`src/rtl/core/mafs_pkg.sv`:
```
// shared types, codes and header lookup tables for the mpeg audio frame sync
package mafs_pkg;

    localparam logic [1:0] KIND_HDR = 2'd0;
    localparam logic [1:0] KIND_CRC = 2'd1;
    localparam logic [1:0] KIND_PAY = 2'd2;

    localparam logic [10:0] SYNC_WORD = 11'h7FF;
    localparam logic [1:0]  VER_RSVD  = 2'd1;
    localparam logic [1:0]  VER_MPEG1 = 2'd3;
    localparam logic [1:0]  LC_RSVD   = 2'd0;
    localparam logic [1:0]  LC_L3     = 2'd1;
    localparam logic [1:0]  LC_L1     = 2'd3;

    localparam int unsigned DIV_STEPS = 12;
    localparam int unsigned NUM_W     = 27;

    typedef struct packed {
        logic       accept;
        logic       div_step;
        logic       len_load;
        logic       hdr_emit;
        logic [1:0] hdr_idx;
    } mafs_cmd_t;

    typedef struct packed {
        logic hdr_found;
        logic out_free;
    } mafs_stat_t;

    function automatic logic [8:0] kbps_lookup(input logic [1:0] ver, input logic [1:0] lc,
                                               input logic [3:0] bi);
        logic [8:0] r;
        r = 9'd0;
        if (ver == VER_MPEG1) begin
            case (lc)
                LC_L1: begin
                    case (bi)
                        4'd1: r = 9'd32;   4'd2: r = 9'd64;   4'd3: r = 9'd96;
                        4'd4: r = 9'd128;  4'd5: r = 9'd160;  4'd6: r = 9'd192;
                        4'd7: r = 9'd224;  4'd8: r = 9'd256;  4'd9: r = 9'd288;
                        4'd10: r = 9'd320; 4'd11: r = 9'd352; 4'd12: r = 9'd384;
                        4'd13: r = 9'd416; 4'd14: r = 9'd448;
                        default: r = 9'd0;
                    endcase
                end
                2'd2: begin
                    case (bi)
                        4'd1: r = 9'd32;   4'd2: r = 9'd48;   4'd3: r = 9'd56;
                        4'd4: r = 9'd64;   4'd5: r = 9'd80;   4'd6: r = 9'd96;
                        4'd7: r = 9'd112;  4'd8: r = 9'd128;  4'd9: r = 9'd160;
                        4'd10: r = 9'd192; 4'd11: r = 9'd224; 4'd12: r = 9'd256;
                        4'd13: r = 9'd320; 4'd14: r = 9'd384;
                        default: r = 9'd0;
                    endcase
                end
                LC_L3: begin
                    case (bi)
                        4'd1: r = 9'd32;   4'd2: r = 9'd40;   4'd3: r = 9'd48;
                        4'd4: r = 9'd56;   4'd5: r = 9'd64;   4'd6: r = 9'd80;
                        4'd7: r = 9'd96;   4'd8: r = 9'd112;  4'd9: r = 9'd128;
                        4'd10: r = 9'd160; 4'd11: r = 9'd192; 4'd12: r = 9'd224;
                        4'd13: r = 9'd256; 4'd14: r = 9'd320;
                        default: r = 9'd0;
                    endcase
                end
                default: r = 9'd0;
            endcase
        end else begin
            case (lc)
                LC_L1: begin
                    case (bi)
                        4'd1: r = 9'd32;   4'd2: r = 9'd48;   4'd3: r = 9'd56;
                        4'd4: r = 9'd64;   4'd5: r = 9'd80;   4'd6: r = 9'd96;
                        4'd7: r = 9'd112;  4'd8: r = 9'd128;  4'd9: r = 9'd144;
                        4'd10: r = 9'd160; 4'd11: r = 9'd176; 4'd12: r = 9'd192;
                        4'd13: r = 9'd224; 4'd14: r = 9'd256;
                        default: r = 9'd0;
                    endcase
                end
                2'd2, LC_L3: begin
                    case (bi)
                        4'd1: r = 9'd8;    4'd2: r = 9'd16;   4'd3: r = 9'd24;
                        4'd4: r = 9'd32;   4'd5: r = 9'd40;   4'd6: r = 9'd48;
                        4'd7: r = 9'd56;   4'd8: r = 9'd64;   4'd9: r = 9'd80;
                        4'd10: r = 9'd96;  4'd11: r = 9'd112; 4'd12: r = 9'd128;
                        4'd13: r = 9'd144; 4'd14: r = 9'd160;
                        default: r = 9'd0;
                    endcase
                end
                default: r = 9'd0;
            endcase
        end
        return r;
    endfunction

    function automatic logic [15:0] rate_lookup(input logic [1:0] ver, input logic [1:0] si);
        logic [15:0] r;
        r = 16'd0;
        case (ver)
            2'd0: begin
                case (si)
                    2'd0: r = 16'd11025; 2'd1: r = 16'd12000; 2'd2: r = 16'd8000;
                    default: r = 16'd0;
                endcase
            end
            2'd2: begin
                case (si)
                    2'd0: r = 16'd22050; 2'd1: r = 16'd24000; 2'd2: r = 16'd16000;
                    default: r = 16'd0;
                endcase
            end
            2'd3: begin
                case (si)
                    2'd0: r = 16'd44100; 2'd1: r = 16'd48000; 2'd2: r = 16'd32000;
                    default: r = 16'd0;
                endcase
            end
            default: r = 16'd0;
        endcase
        return r;
    endfunction

    // bytes-per-slot factor times 1000: 12 for layer I, 72 for half-rate layer III, else 144
    function automatic logic [17:0] fmul_lookup(input logic [1:0] ver, input logic [1:0] lc);
        logic [17:0] r;
        if (lc == LC_L1)
            r = 18'd12000;
        else if (lc == LC_L3 && ver != VER_MPEG1)
            r = 18'd72000;
        else
            r = 18'd144000;
        return r;
    endfunction

    function automatic logic [17:0] dur_lookup(input logic [1:0] ver, input logic [1:0] lc,
                                               input logic [1:0] si);
        logic [15:0] sr;
        logic [17:0] r;
        sr = rate_lookup(ver, si);
        r  = 18'd0;
        if (lc == LC_L1) begin
            case (sr)
                16'd44100: r = 18'd8707;   16'd48000: r = 18'd8000;
                16'd32000: r = 18'd12000;  16'd22050: r = 18'd17414;
                16'd24000: r = 18'd16000;  16'd16000: r = 18'd24000;
                16'd11025: r = 18'd34829;  16'd12000: r = 18'd32000;
                16'd8000:  r = 18'd48000;
                default:   r = 18'd0;
            endcase
        end else if (lc == LC_L3 && ver != VER_MPEG1) begin
            case (sr)
                16'd22050: r = 18'd26122;  16'd24000: r = 18'd24000;
                16'd16000: r = 18'd36000;  16'd11025: r = 18'd52244;
                16'd12000: r = 18'd48000;  16'd8000:  r = 18'd72000;
                default:   r = 18'd0;
            endcase
        end else begin
            case (sr)
                16'd44100: r = 18'd26122;  16'd48000: r = 18'd24000;
                16'd32000: r = 18'd36000;  16'd22050: r = 18'd52244;
                16'd24000: r = 18'd48000;  16'd16000: r = 18'd72000;
                16'd11025: r = 18'd104489; 16'd12000: r = 18'd96000;
                16'd8000:  r = 18'd144000;
                default:   r = 18'd0;
            endcase
        end
        return r;
    endfunction

endpackage

```
`src/rtl/core/mpeg_audio_frame_sync.sv`:
```
// top level of the mpeg audio frame synchronizer
//
//   channel   direction   handshake              payload
//   in        sink        in_valid / in_stall    data_byte
//   out       source      out_valid / out_stall  frame_byte .. frame_duration_us
//
// hunting and in-frame bytes are taken back to back while the output is free
// a found header runs the restoring divider for the frame length, then loads the
// counters, then emits four beats of header bytes
// rst_n clears window, counters and output valid asynchronously
// input is stalled while the output register holds an untaken beat or a header is in work
module mpeg_audio_frame_sync
    import mafs_pkg::*;
(
    input  logic        clk,
    input  logic        rst_n,
    input  logic        in_valid,
    output logic        in_stall,
    input  logic [7:0]  data_byte,
    output logic        out_valid,
    input  logic        out_stall,
    output logic [7:0]  frame_byte,
    output logic [1:0]  byte_kind,
    output logic        frame_end,
    output logic [1:0]  version_id,
    output logic [1:0]  layer_num,
    output logic        crc_present,
    output logic [8:0]  bitrate_kbps,
    output logic [15:0] sample_rate_hz,
    output logic [3:0]  channel_bits,
    output logic [5:0]  misc_bits,
    output logic [11:0] frame_length,
    output logic [17:0] frame_duration_us
);

    mafs_cmd_t  cmd;
    mafs_stat_t stat;

    mafs_ctrl u_ctrl (
        .clk      (clk),
        .rst_n    (rst_n),
        .in_valid (in_valid),
        .in_stall (in_stall),
        .stat     (stat),
        .cmd      (cmd)
    );

    mafs_dp u_dp (
        .clk               (clk),
        .rst_n             (rst_n),
        .cmd               (cmd),
        .stat              (stat),
        .data_byte         (data_byte),
        .out_valid         (out_valid),
        .out_stall         (out_stall),
        .frame_byte        (frame_byte),
        .byte_kind         (byte_kind),
        .frame_end         (frame_end),
        .version_id        (version_id),
        .layer_num         (layer_num),
        .crc_present       (crc_present),
        .bitrate_kbps      (bitrate_kbps),
        .sample_rate_hz    (sample_rate_hz),
        .channel_bits      (channel_bits),
        .misc_bits         (misc_bits),
        .frame_length      (frame_length),
        .frame_duration_us (frame_duration_us)
    );

endmodule

```
`src/rtl/core/mafs_ctrl.sv`:
```
// sequencer: byte accept, length division, header burst
module mafs_ctrl
    import mafs_pkg::*;
(
    input  logic       clk,
    input  logic       rst_n,
    input  logic       in_valid,
    output logic       in_stall,
    input  mafs_stat_t stat,
    output mafs_cmd_t  cmd
);

    typedef enum logic [1:0] {
        ST_IDLE,
        ST_DIV,
        ST_LEN,
        ST_HDR
    } state_t;

    state_t     state_reg;
    logic [3:0] cnt_reg;
    logic [1:0] idx_reg;
    logic       accept;

    assign in_stall = !(state_reg == ST_IDLE && stat.out_free);
    assign accept   = in_valid && !in_stall;

    always_comb
    begin
        cmd.accept   = accept;
        cmd.div_step = (state_reg == ST_DIV);
        cmd.len_load = (state_reg == ST_LEN);
        cmd.hdr_emit = (state_reg == ST_HDR) && stat.out_free;
        cmd.hdr_idx  = idx_reg;
    end

    always_ff @(posedge clk or negedge rst_n)
    begin
        if (!rst_n)
        begin
            state_reg <= ST_IDLE;
            cnt_reg   <= 4'd0;
            idx_reg   <= 2'd0;
        end
        else
        begin
            case (state_reg)
                ST_IDLE:
                begin
                    if (accept && stat.hdr_found)
                    begin
                        state_reg <= ST_DIV;
                        cnt_reg   <= 4'd0;
                    end
                end
                ST_DIV:
                begin
                    cnt_reg <= cnt_reg + 4'd1;
                    if (cnt_reg == 4'(DIV_STEPS - 1))
                        state_reg <= ST_LEN;
                end
                ST_LEN:
                begin
                    idx_reg   <= 2'd0;
                    state_reg <= ST_HDR;
                end
                ST_HDR:
                begin
                    if (stat.out_free)
                    begin
                        idx_reg <= idx_reg + 2'd1;
                        if (idx_reg == 2'd3)
                            state_reg <= ST_IDLE;
                    end
                end
                default: state_reg <= ST_IDLE;
            endcase
        end
    end

endmodule

```
`src/rtl/core/mafs_dp.sv`:
```
// datapath: sync window, header latch, length divider, frame counters, output register
module mafs_dp
    import mafs_pkg::*;
(
    input  logic        clk,
    input  logic        rst_n,
    input  mafs_cmd_t   cmd,
    output mafs_stat_t  stat,
    input  logic [7:0]  data_byte,
    output logic        out_valid,
    input  logic        out_stall,
    output logic [7:0]  frame_byte,
    output logic [1:0]  byte_kind,
    output logic        frame_end,
    output logic [1:0]  version_id,
    output logic [1:0]  layer_num,
    output logic        crc_present,
    output logic [8:0]  bitrate_kbps,
    output logic [15:0] sample_rate_hz,
    output logic [3:0]  channel_bits,
    output logic [5:0]  misc_bits,
    output logic [11:0] frame_length,
    output logic [17:0] frame_duration_us
);

    logic [23:0]      window_reg;
    logic [1:0]       fill_reg;
    logic             in_frame_reg;
    logic [11:0]      bytes_left_reg;
    logic [1:0]       crc_left_reg;
    logic [31:0]      hdr_reg;
    logic [11:0]      len_reg;
    logic [NUM_W-1:0] rem_reg;
    logic [NUM_W-1:0] dvs_reg;
    logic [11:0]      quo_reg;
    logic             out_valid_reg;
    logic [7:0]       byte_reg;
    logic [1:0]       kind_reg;
    logic             end_reg;
    logic [31:0]      hdr_out_reg;
    logic [11:0]      len_out_reg;

    logic [31:0]      cand;
    logic             cand_ok;
    logic [NUM_W-1:0] num;
    logic [11:0]      bl_dec;
    logic [11:0]      len_calc;
    logic [11:0]      q_pad;
    logic             rem_ge;
    logic             load_out;
    logic [7:0]       hdr_byte;
    logic             hdr_last_end;

    assign cand = {window_reg, data_byte};

    always_comb
    begin
        cand_ok = (cand[31:21] == SYNC_WORD) && (cand[20:19] != VER_RSVD)
               && (cand[18:17] != LC_RSVD)
               && (kbps_lookup(cand[20:19], cand[18:17], cand[15:12]) != 9'd0)
               && (rate_lookup(cand[20:19], cand[11:10]) != 16'd0);
    end

    assign stat.hdr_found = !in_frame_reg && (fill_reg == 2'd3) && cand_ok;
    assign stat.out_free  = !out_valid_reg || !out_stall;

    assign num = NUM_W'(kbps_lookup(cand[20:19], cand[18:17], cand[15:12]))
               * NUM_W'(fmul_lookup(cand[20:19], cand[18:17]));

    assign rem_ge = (rem_reg >= dvs_reg);
    assign bl_dec = (bytes_left_reg != 12'd0) ? bytes_left_reg - 12'd1 : 12'd0;
    assign q_pad  = quo_reg + {11'd0, hdr_reg[9]};
    // layer I counts four-byte slots
    assign len_calc = (hdr_reg[18:17] == LC_L1) ? {q_pad[9:0], 2'b00} : q_pad;

    always_comb
    begin
        case (cmd.hdr_idx)
            2'd0:    hdr_byte = hdr_reg[31:24];
            2'd1:    hdr_byte = hdr_reg[23:16];
            2'd2:    hdr_byte = hdr_reg[15:8];
            default: hdr_byte = hdr_reg[7:0];
        endcase
    end

    assign hdr_last_end = (cmd.hdr_idx == 2'd3) && (bytes_left_reg == 12'd0);
    assign load_out     = (cmd.accept && in_frame_reg) || cmd.hdr_emit;

    always_ff @(posedge clk or negedge rst_n)
    begin
        if (!rst_n)
        begin
            window_reg     <= 24'd0;
            fill_reg       <= 2'd0;
            in_frame_reg   <= 1'b0;
            bytes_left_reg <= 12'd0;
            crc_left_reg   <= 2'd0;
            hdr_reg        <= 32'd0;
            len_reg        <= 12'd0;
            rem_reg        <= '0;
            dvs_reg        <= '0;
            quo_reg        <= 12'd0;
            out_valid_reg  <= 1'b0;
            byte_reg       <= 8'd0;
            kind_reg       <= KIND_HDR;
            end_reg        <= 1'b0;
            hdr_out_reg    <= 32'd0;
            len_out_reg    <= 12'd0;
        end
        else
        begin
            if (load_out)
                out_valid_reg <= 1'b1;
            else if (!out_stall)
                out_valid_reg <= 1'b0;

            if (cmd.accept)
            begin
                if (in_frame_reg)
                begin
                    byte_reg       <= data_byte;
                    kind_reg       <= (crc_left_reg != 2'd0) ? KIND_CRC : KIND_PAY;
                    end_reg        <= (bl_dec == 12'd0);
                    hdr_out_reg    <= hdr_reg;
                    len_out_reg    <= len_reg;
                    bytes_left_reg <= bl_dec;
                    if (bl_dec == 12'd0)
                    begin
                        in_frame_reg <= 1'b0;
                        crc_left_reg <= 2'd0;
                        window_reg   <= 24'd0;
                        fill_reg     <= 2'd0;
                    end
                    else if (crc_left_reg != 2'd0)
                        crc_left_reg <= crc_left_reg - 2'd1;
                end
                else if (fill_reg != 2'd3)
                begin
                    window_reg <= cand[23:0];
                    fill_reg   <= fill_reg + 2'd1;
                end
                else if (!cand_ok)
                begin
                    window_reg <= cand[23:0];
                end
                else
                begin
                    hdr_reg    <= cand;
                    window_reg <= 24'd0;
                    fill_reg   <= 2'd0;
                    rem_reg    <= num;
                    dvs_reg    <= {rate_lookup(cand[20:19], cand[11:10]), 11'd0};
                    quo_reg    <= 12'd0;
                end
            end

            // restoring division, one quotient bit per divider step
            if (cmd.div_step)
            begin
                if (rem_ge)
                    rem_reg <= rem_reg - dvs_reg;
                quo_reg <= {quo_reg[10:0], rem_ge};
                dvs_reg <= {1'b0, dvs_reg[NUM_W-1:1]};
            end

            if (cmd.len_load)
            begin
                len_reg        <= len_calc;
                bytes_left_reg <= (len_calc > 12'd4) ? len_calc - 12'd4 : 12'd0;
                crc_left_reg   <= hdr_reg[16] ? 2'd0 : 2'd2;
            end

            if (cmd.hdr_emit)
            begin
                byte_reg    <= hdr_byte;
                kind_reg    <= KIND_HDR;
                end_reg     <= hdr_last_end;
                hdr_out_reg <= hdr_reg;
                len_out_reg <= len_reg;
                if (cmd.hdr_idx == 2'd3)
                begin
                    in_frame_reg <= (bytes_left_reg != 12'd0);
                    if (bytes_left_reg == 12'd0)
                        crc_left_reg <= 2'd0;
                end
            end
        end
    end

    assign out_valid         = out_valid_reg;
    assign frame_byte        = byte_reg;
    assign byte_kind         = kind_reg;
    assign frame_end         = end_reg;
    assign version_id        = hdr_out_reg[20:19];
    assign layer_num         = 2'(3'd4 - {1'b0, hdr_out_reg[18:17]});
    assign crc_present       = ~hdr_out_reg[16];
    assign bitrate_kbps      = kbps_lookup(hdr_out_reg[20:19], hdr_out_reg[18:17],
                                           hdr_out_reg[15:12]);
    assign sample_rate_hz    = rate_lookup(hdr_out_reg[20:19], hdr_out_reg[11:10]);
    assign channel_bits      = hdr_out_reg[7:4];
    assign misc_bits         = {hdr_out_reg[9:8], hdr_out_reg[3:0]};
    assign frame_length      = len_out_reg;
    assign frame_duration_us = dur_lookup(hdr_out_reg[20:19], hdr_out_reg[18:17],
                                          hdr_out_reg[11:10]);

endmodule

```
`config.mk`:
```
export PLATFORM = sky130hd
export DESIGN_NAME = mpeg_audio_frame_sync
export DESIGN_NICKNAME = d
export VERILOG_FILES = /design/src/rtl/core/mafs_pkg.sv /design/src/rtl/core/mpeg_audio_frame_sync.sv /design/src/rtl/core/mafs_ctrl.sv /design/src/rtl/core/mafs_dp.sv
export SDC_FILE = /design/constraint.sdc
export NUM_CORES = 1
export LEC_CHECK = 0
export BUFFER_PORTS_ARGS = -buffer_cell sky130_fd_sc_hd__buf_2
export CORE_MARGIN = 2
export CORE_UTILIZATION = 60
export CTS_BUF_LIST = sky130_fd_sc_hd__clkbuf_16
export DETAILED_ROUTE_END_ITERATION = 10
export GPL_TIMING_DRIVEN = 1
export HOLD_SLACK_MARGIN = 0.06
export MAX_ROUTING_LAYER = met4
export PLACE_DENSITY_LB_ADDON = 0.15
export SETUP_SLACK_MARGIN = 0.1
export SYNTH_ARGS = -nofsm -noshare
export SYNTH_HDL_FRONTEND = slang
export SYNTH_SLANG_ARGS = --single-unit
```
`constraint.sdc`:
```
create_clock -name clk -period 17.3 [get_ports clk]
set_input_delay 0.865 -clock clk [delete_from_list [all_inputs] [get_ports clk]]
set_output_delay 0.865 -clock clk [all_outputs]
set_load 0.1 [all_outputs]
```
==> results by stage <==
Synthesis:
- The mean instance size in the synthesized netlist is 8.485 um^2.
- The post-synthesis instance area is 15710 um^2.
- The count of yosys warnings during synthesis is 0.
- The post-synthesis sequential element count is 204.
- The top-area cell type share of the netlist area is 32.49%.
- The portion of the post-synthesis area used by sequential elements is 32.49%.
- The leading register cell type out of synthesis is sky130_fd_sc_hd__dfrtp_1.
- Of all flip-flops after synthesis, the portion carrying an async set or reset was 100.0%.
- The most frequent cell after synthesis is sky130_fd_sc_hd__nand2_1.
- By area the synthesized netlist is led by sky130_fd_sc_hd__dfrtp_1 (32%), sky130_fd_sc_hd__ha_1 (9.5%), sky130_fd_sc_hd__nand2_1 (5.7%).
- In the synthesized netlist, the cells that appear most often are sky130_fd_sc_hd__nand2_1 (238), sky130_fd_sc_hd__dfrtp_1 (204), sky130_fd_sc_hd__inv_1 (156), sky130_fd_sc_hd__o21ai_0 (134), sky130_fd_sc_hd__ha_1 (119).
- Summed over all instances, the cell type with the most area after synthesis is sky130_fd_sc_hd__dfrtp_1.
- Yosys mapped a number of flops with a built-in enable equal to 0.
- The cell count after synthesis is 1852.
- The distinct cell type count of the synthesized netlist is 84.

STA:
- The count of endpoints failing setup in the final report is 0.
- The worst max-slew margin expressed relative to the limit is 16.97%.
- The final critical path takes up 39.28% of the cycle.
- Setup repair after global routing left no endpoint under its margin.
- At the pin with the least slew margin, the transition time is 1.245 ns.
- The final clock skew is 0.01951 ns.
- After routing, the total negative slack on setup checks comes to 0 ns.
- The upper clock frequency limit is 147.2 MHz.
- The final critical path time including I/O delays and setup is 6.795 ns.
- The number of hold-slack violations in the final timing report was 0.
- The number of pins with negative max-slew slack in the final report is 0.

Critical path:
- The nature of the critical path endpoint is a flop.
- The worst setup path is launched from a flop.
- Among all stages on the critical path, the largest delay is contributed by sky130_fd_sc_hd__ha_1.
- Tracing the worst setup path back leads to its startpoint at u_dp.window_reg[9].
- Data arrives at the worst endpoint at 7.17 ns.
- The critical setup path kind is flop to flop.
- The total stage count of the critical path is 21.
- Traced cell by cell, the critical path runs through ha_1, inv_1, a21oi_1, a311oi_1, a221oi_2, o21ai_0, inv_1, fa_1, fa_1, fa_1, ha_1, ha_1, nor2b_1, o31a_1, nor4_1, o31ai_1, o41ai_1, xnor2_1, nor2_1, a211oi_1, a21oi_1.
- The endpoint of the lowest-slack register-to-register path is u_dp.rem_reg[24].
- Following the worst setup path forward leads to its endpoint at u_dp.rem_reg[24].
- Counting both buffers and inverters, the worst setup path holds a total of 2.
- On the critical path the largest part of the delay comes from adder cells.
- For this run, the slowest stage of the critical path takes 0.74 ns.
- Setup slack on the worst reg-to-reg path comes out at 10.51 ns.
- Of all nets on the critical path, the largest fanout is 24.
- The worst register-to-register path begins at u_dp.window_reg[9].
- The number of cells traversed by the worst register-to-register path is 21.
- The required time of the worst setup path is 17.67 ns.

Global route:
- For this run, the total global-route usage over all layers was measured as 27.72%.
- The initial antenna violation count is 0.
- The maximum number of pins on one net before global-route repair is 86.
- Summed over all layers, the global routing overflow is 0.
- The via count of the first global-routing pass is 12580.
- The first global-routing pass estimated 63110 um of wire.

Outcome:
- The flow ran to the end, and the final reports show no timing, DRC or antenna violations.

Detailed routing:
- The final wirelength is 37380 um.
- After detailed routing, the number of vias per cell comes to 6.071.
- The number of design rule violations left after detail routing is 0.
- In this run, the number of DRC markers left after iteration 0 of detailed routing was 1477.
- For this run, the detailed router's first-pass iteration total came to 7.
- The post-detailed-route wirelength per cell is 16.92 um.
- Once detail routing completed, the nets flagged for antenna violations numbered 0.
- The routed layout has 13410 vias.

Final layout:
- The number of antenna diodes in the final layout is 0.
- Relative to the synthesized area, the layout overhead comes to 6.593%.
- At the end of the flow, the number of nets in the layout was 2024.
- Fill cells in the final layout number 2260.
- The fraction of layout instances using a drive strength above 1 is 9.819%.
- The post-route standard cell area excluding fillers is 16750 um^2.
- The register with the most flip-flops in the layout has 32 of them.

Floorplanning:
- From left edge to right edge, the die measures 165.8 um.
- The number of ports placed on the die boundary is 95.
- The initial standard-cell utilization of the core is 60.65%.
- From bottom edge to top edge, the die measures 165.8 um.
- The number of cell rows is 59.
- The region available for standard cell placement spans 25910 um^2.
- The die outline area is 27500 um^2.

Clock network:
- For this design, the sink count on the clock tree is 204.
- The CTS tree is yes.
- In this run the number of H-tree levels came out at 1.
- The CTS clock-pin slew for the worst setup and hold paths is 0.06 ns.
- The cell sitting at the root of the clock tree is a sky130_fd_sc_hd__clkbuf_16.
- The maximum root-to-sink buffer count is 3.
- Clock tree synthesis inserted a total of 22 buffers.
- The worst-skew pair later-pin latency is 0.51 ns.
- The number of setup buffers added after CTS is 0.
- In this run, post-CTS repair resized a total of 0 instances.
- The number of buffers inserted for hold repair after clock tree synthesis is 0.

Pwr:
- The power density over the cells is 153.2 nW/um^2.
- In this run the static leakage power is 7.928 nW.
- The worst supply voltage drop on vdd is 0.0001747 V.

Hold path:
- The worst hold path belongs to the class input pin to asynchronous set/reset pin.

Placed design:
- Summed over all nets, the half-perimeter wirelength after detailed placement is 26900 um.
- During placement, the flow inserted port buffers numbering 90.
- In this run the cell area measured after placement is 16090 um^2.
- Routability-driven placement finished with a final weighted congestion of 0.9352.

Run:
- The max-capacitance violation count is 0.
[cell type report]
class	instances	area (um^2)	area share [%]
repair buffers	97	511.7	3.055
clock buffers	22	550.5	3.287
clock inverters	18	110.1	0.6574
inverters	157	589.3	3.518
well taps	335	419.2	2.502
multi-input cells	1376	9464	56.50
flip-flops and latches	204	5105	30.48
[layout by cell type, fill, tap and decap left out, drive strengths merged, types with 20 or more instances in the layout]
cell type and count:
buf 96, nand3 39, a211oi 27, ha 119, nor2b 24, mux2i 26
a21oi 111, clkbuf 23, o21ai 140, nand2b 39, mux2 34, a22o 30
xnor2 27, o31ai 20, inv 160, a31oi 32, nor3 41, nand2 238
fa 35, dfrtp 204, nor2 118
[per-stage QoR]
stage                     setup WS (ns)  instances  util [%]  hold slack, ns  total power, mW
final                             10.51       2209     64.64          0.3722            2.565
after global routing              9.791       2209     64.64          0.4274            2.754
after CTS                         10.59       2209     64.64          0.3993            2.569
after detailed placement          10.60       2169     62.09          0.4547            2.129
after global placement            10.71       2169     62.09          0.4487            2.093
after floorplan                   10.57       1856         -          0.4336            1.878
[logic make-up (layout without fill, tap and decap cells)]
kind of cell / count (synthesis) / in the layout / synth area share (%)
flip-flops: 204 / 204 / 32.49
buffers and inverters: 276 / 294 / 7.493
adder cells (fa/ha/maj): 154 / 154 / 13.93
other: 2 / 6 / 0.04779
AO/OA/AOI/OAI: 505 / 505 / 21.14
AND/OR/NAND/NOR: 606 / 606 / 18.30
XOR/XNOR: 45 / 45 / 2.508
multiplexers: 60 / 60 / 4.093
[how the worst min path moves through the flow]
stage | from | endpoint | slack [ns] | cells past startpoint
final | rst_n | u_dp.bytes_left_reg[3] | 0.37 | 1
after global routing | rst_n | u_dp.bytes_left_reg[3] | 0.43 | 1
after CTS | rst_n | u_dp.bytes_left_reg[3] | 0.40 | 1
after detailed placement | u_dp.hdr_reg[26] | u_dp.hdr_reg[26] | 0.45 | 1
after global placement | u_dp.hdr_reg[31] | u_dp.hdr_reg[31] | 0.45 | 1
after floorplan | u_dp.hdr_reg[21] | u_dp.hdr_reg[21] | 0.43 | 1
[per-layer routing]
metal	vias up	wire length [um]	GRT usage, %	part of all wire, %
met5	-	0	-	0
met4	0	832	6.314	2.2
met3	51	1644	2.908	4.4
met2	381	17340	43.51	46
met1	6450	17560	39.15	47
li1	6528	-	-	-
[power by group]
group | total [mW] | internal, mW | switching, mW
logic | 1.41 | 0.473 | 0.933
registers | 0.728 | 0.624 | 0.103
clock network | 0.432 | 0.245 | 0.187
Power figures use the tool's default switching activity.
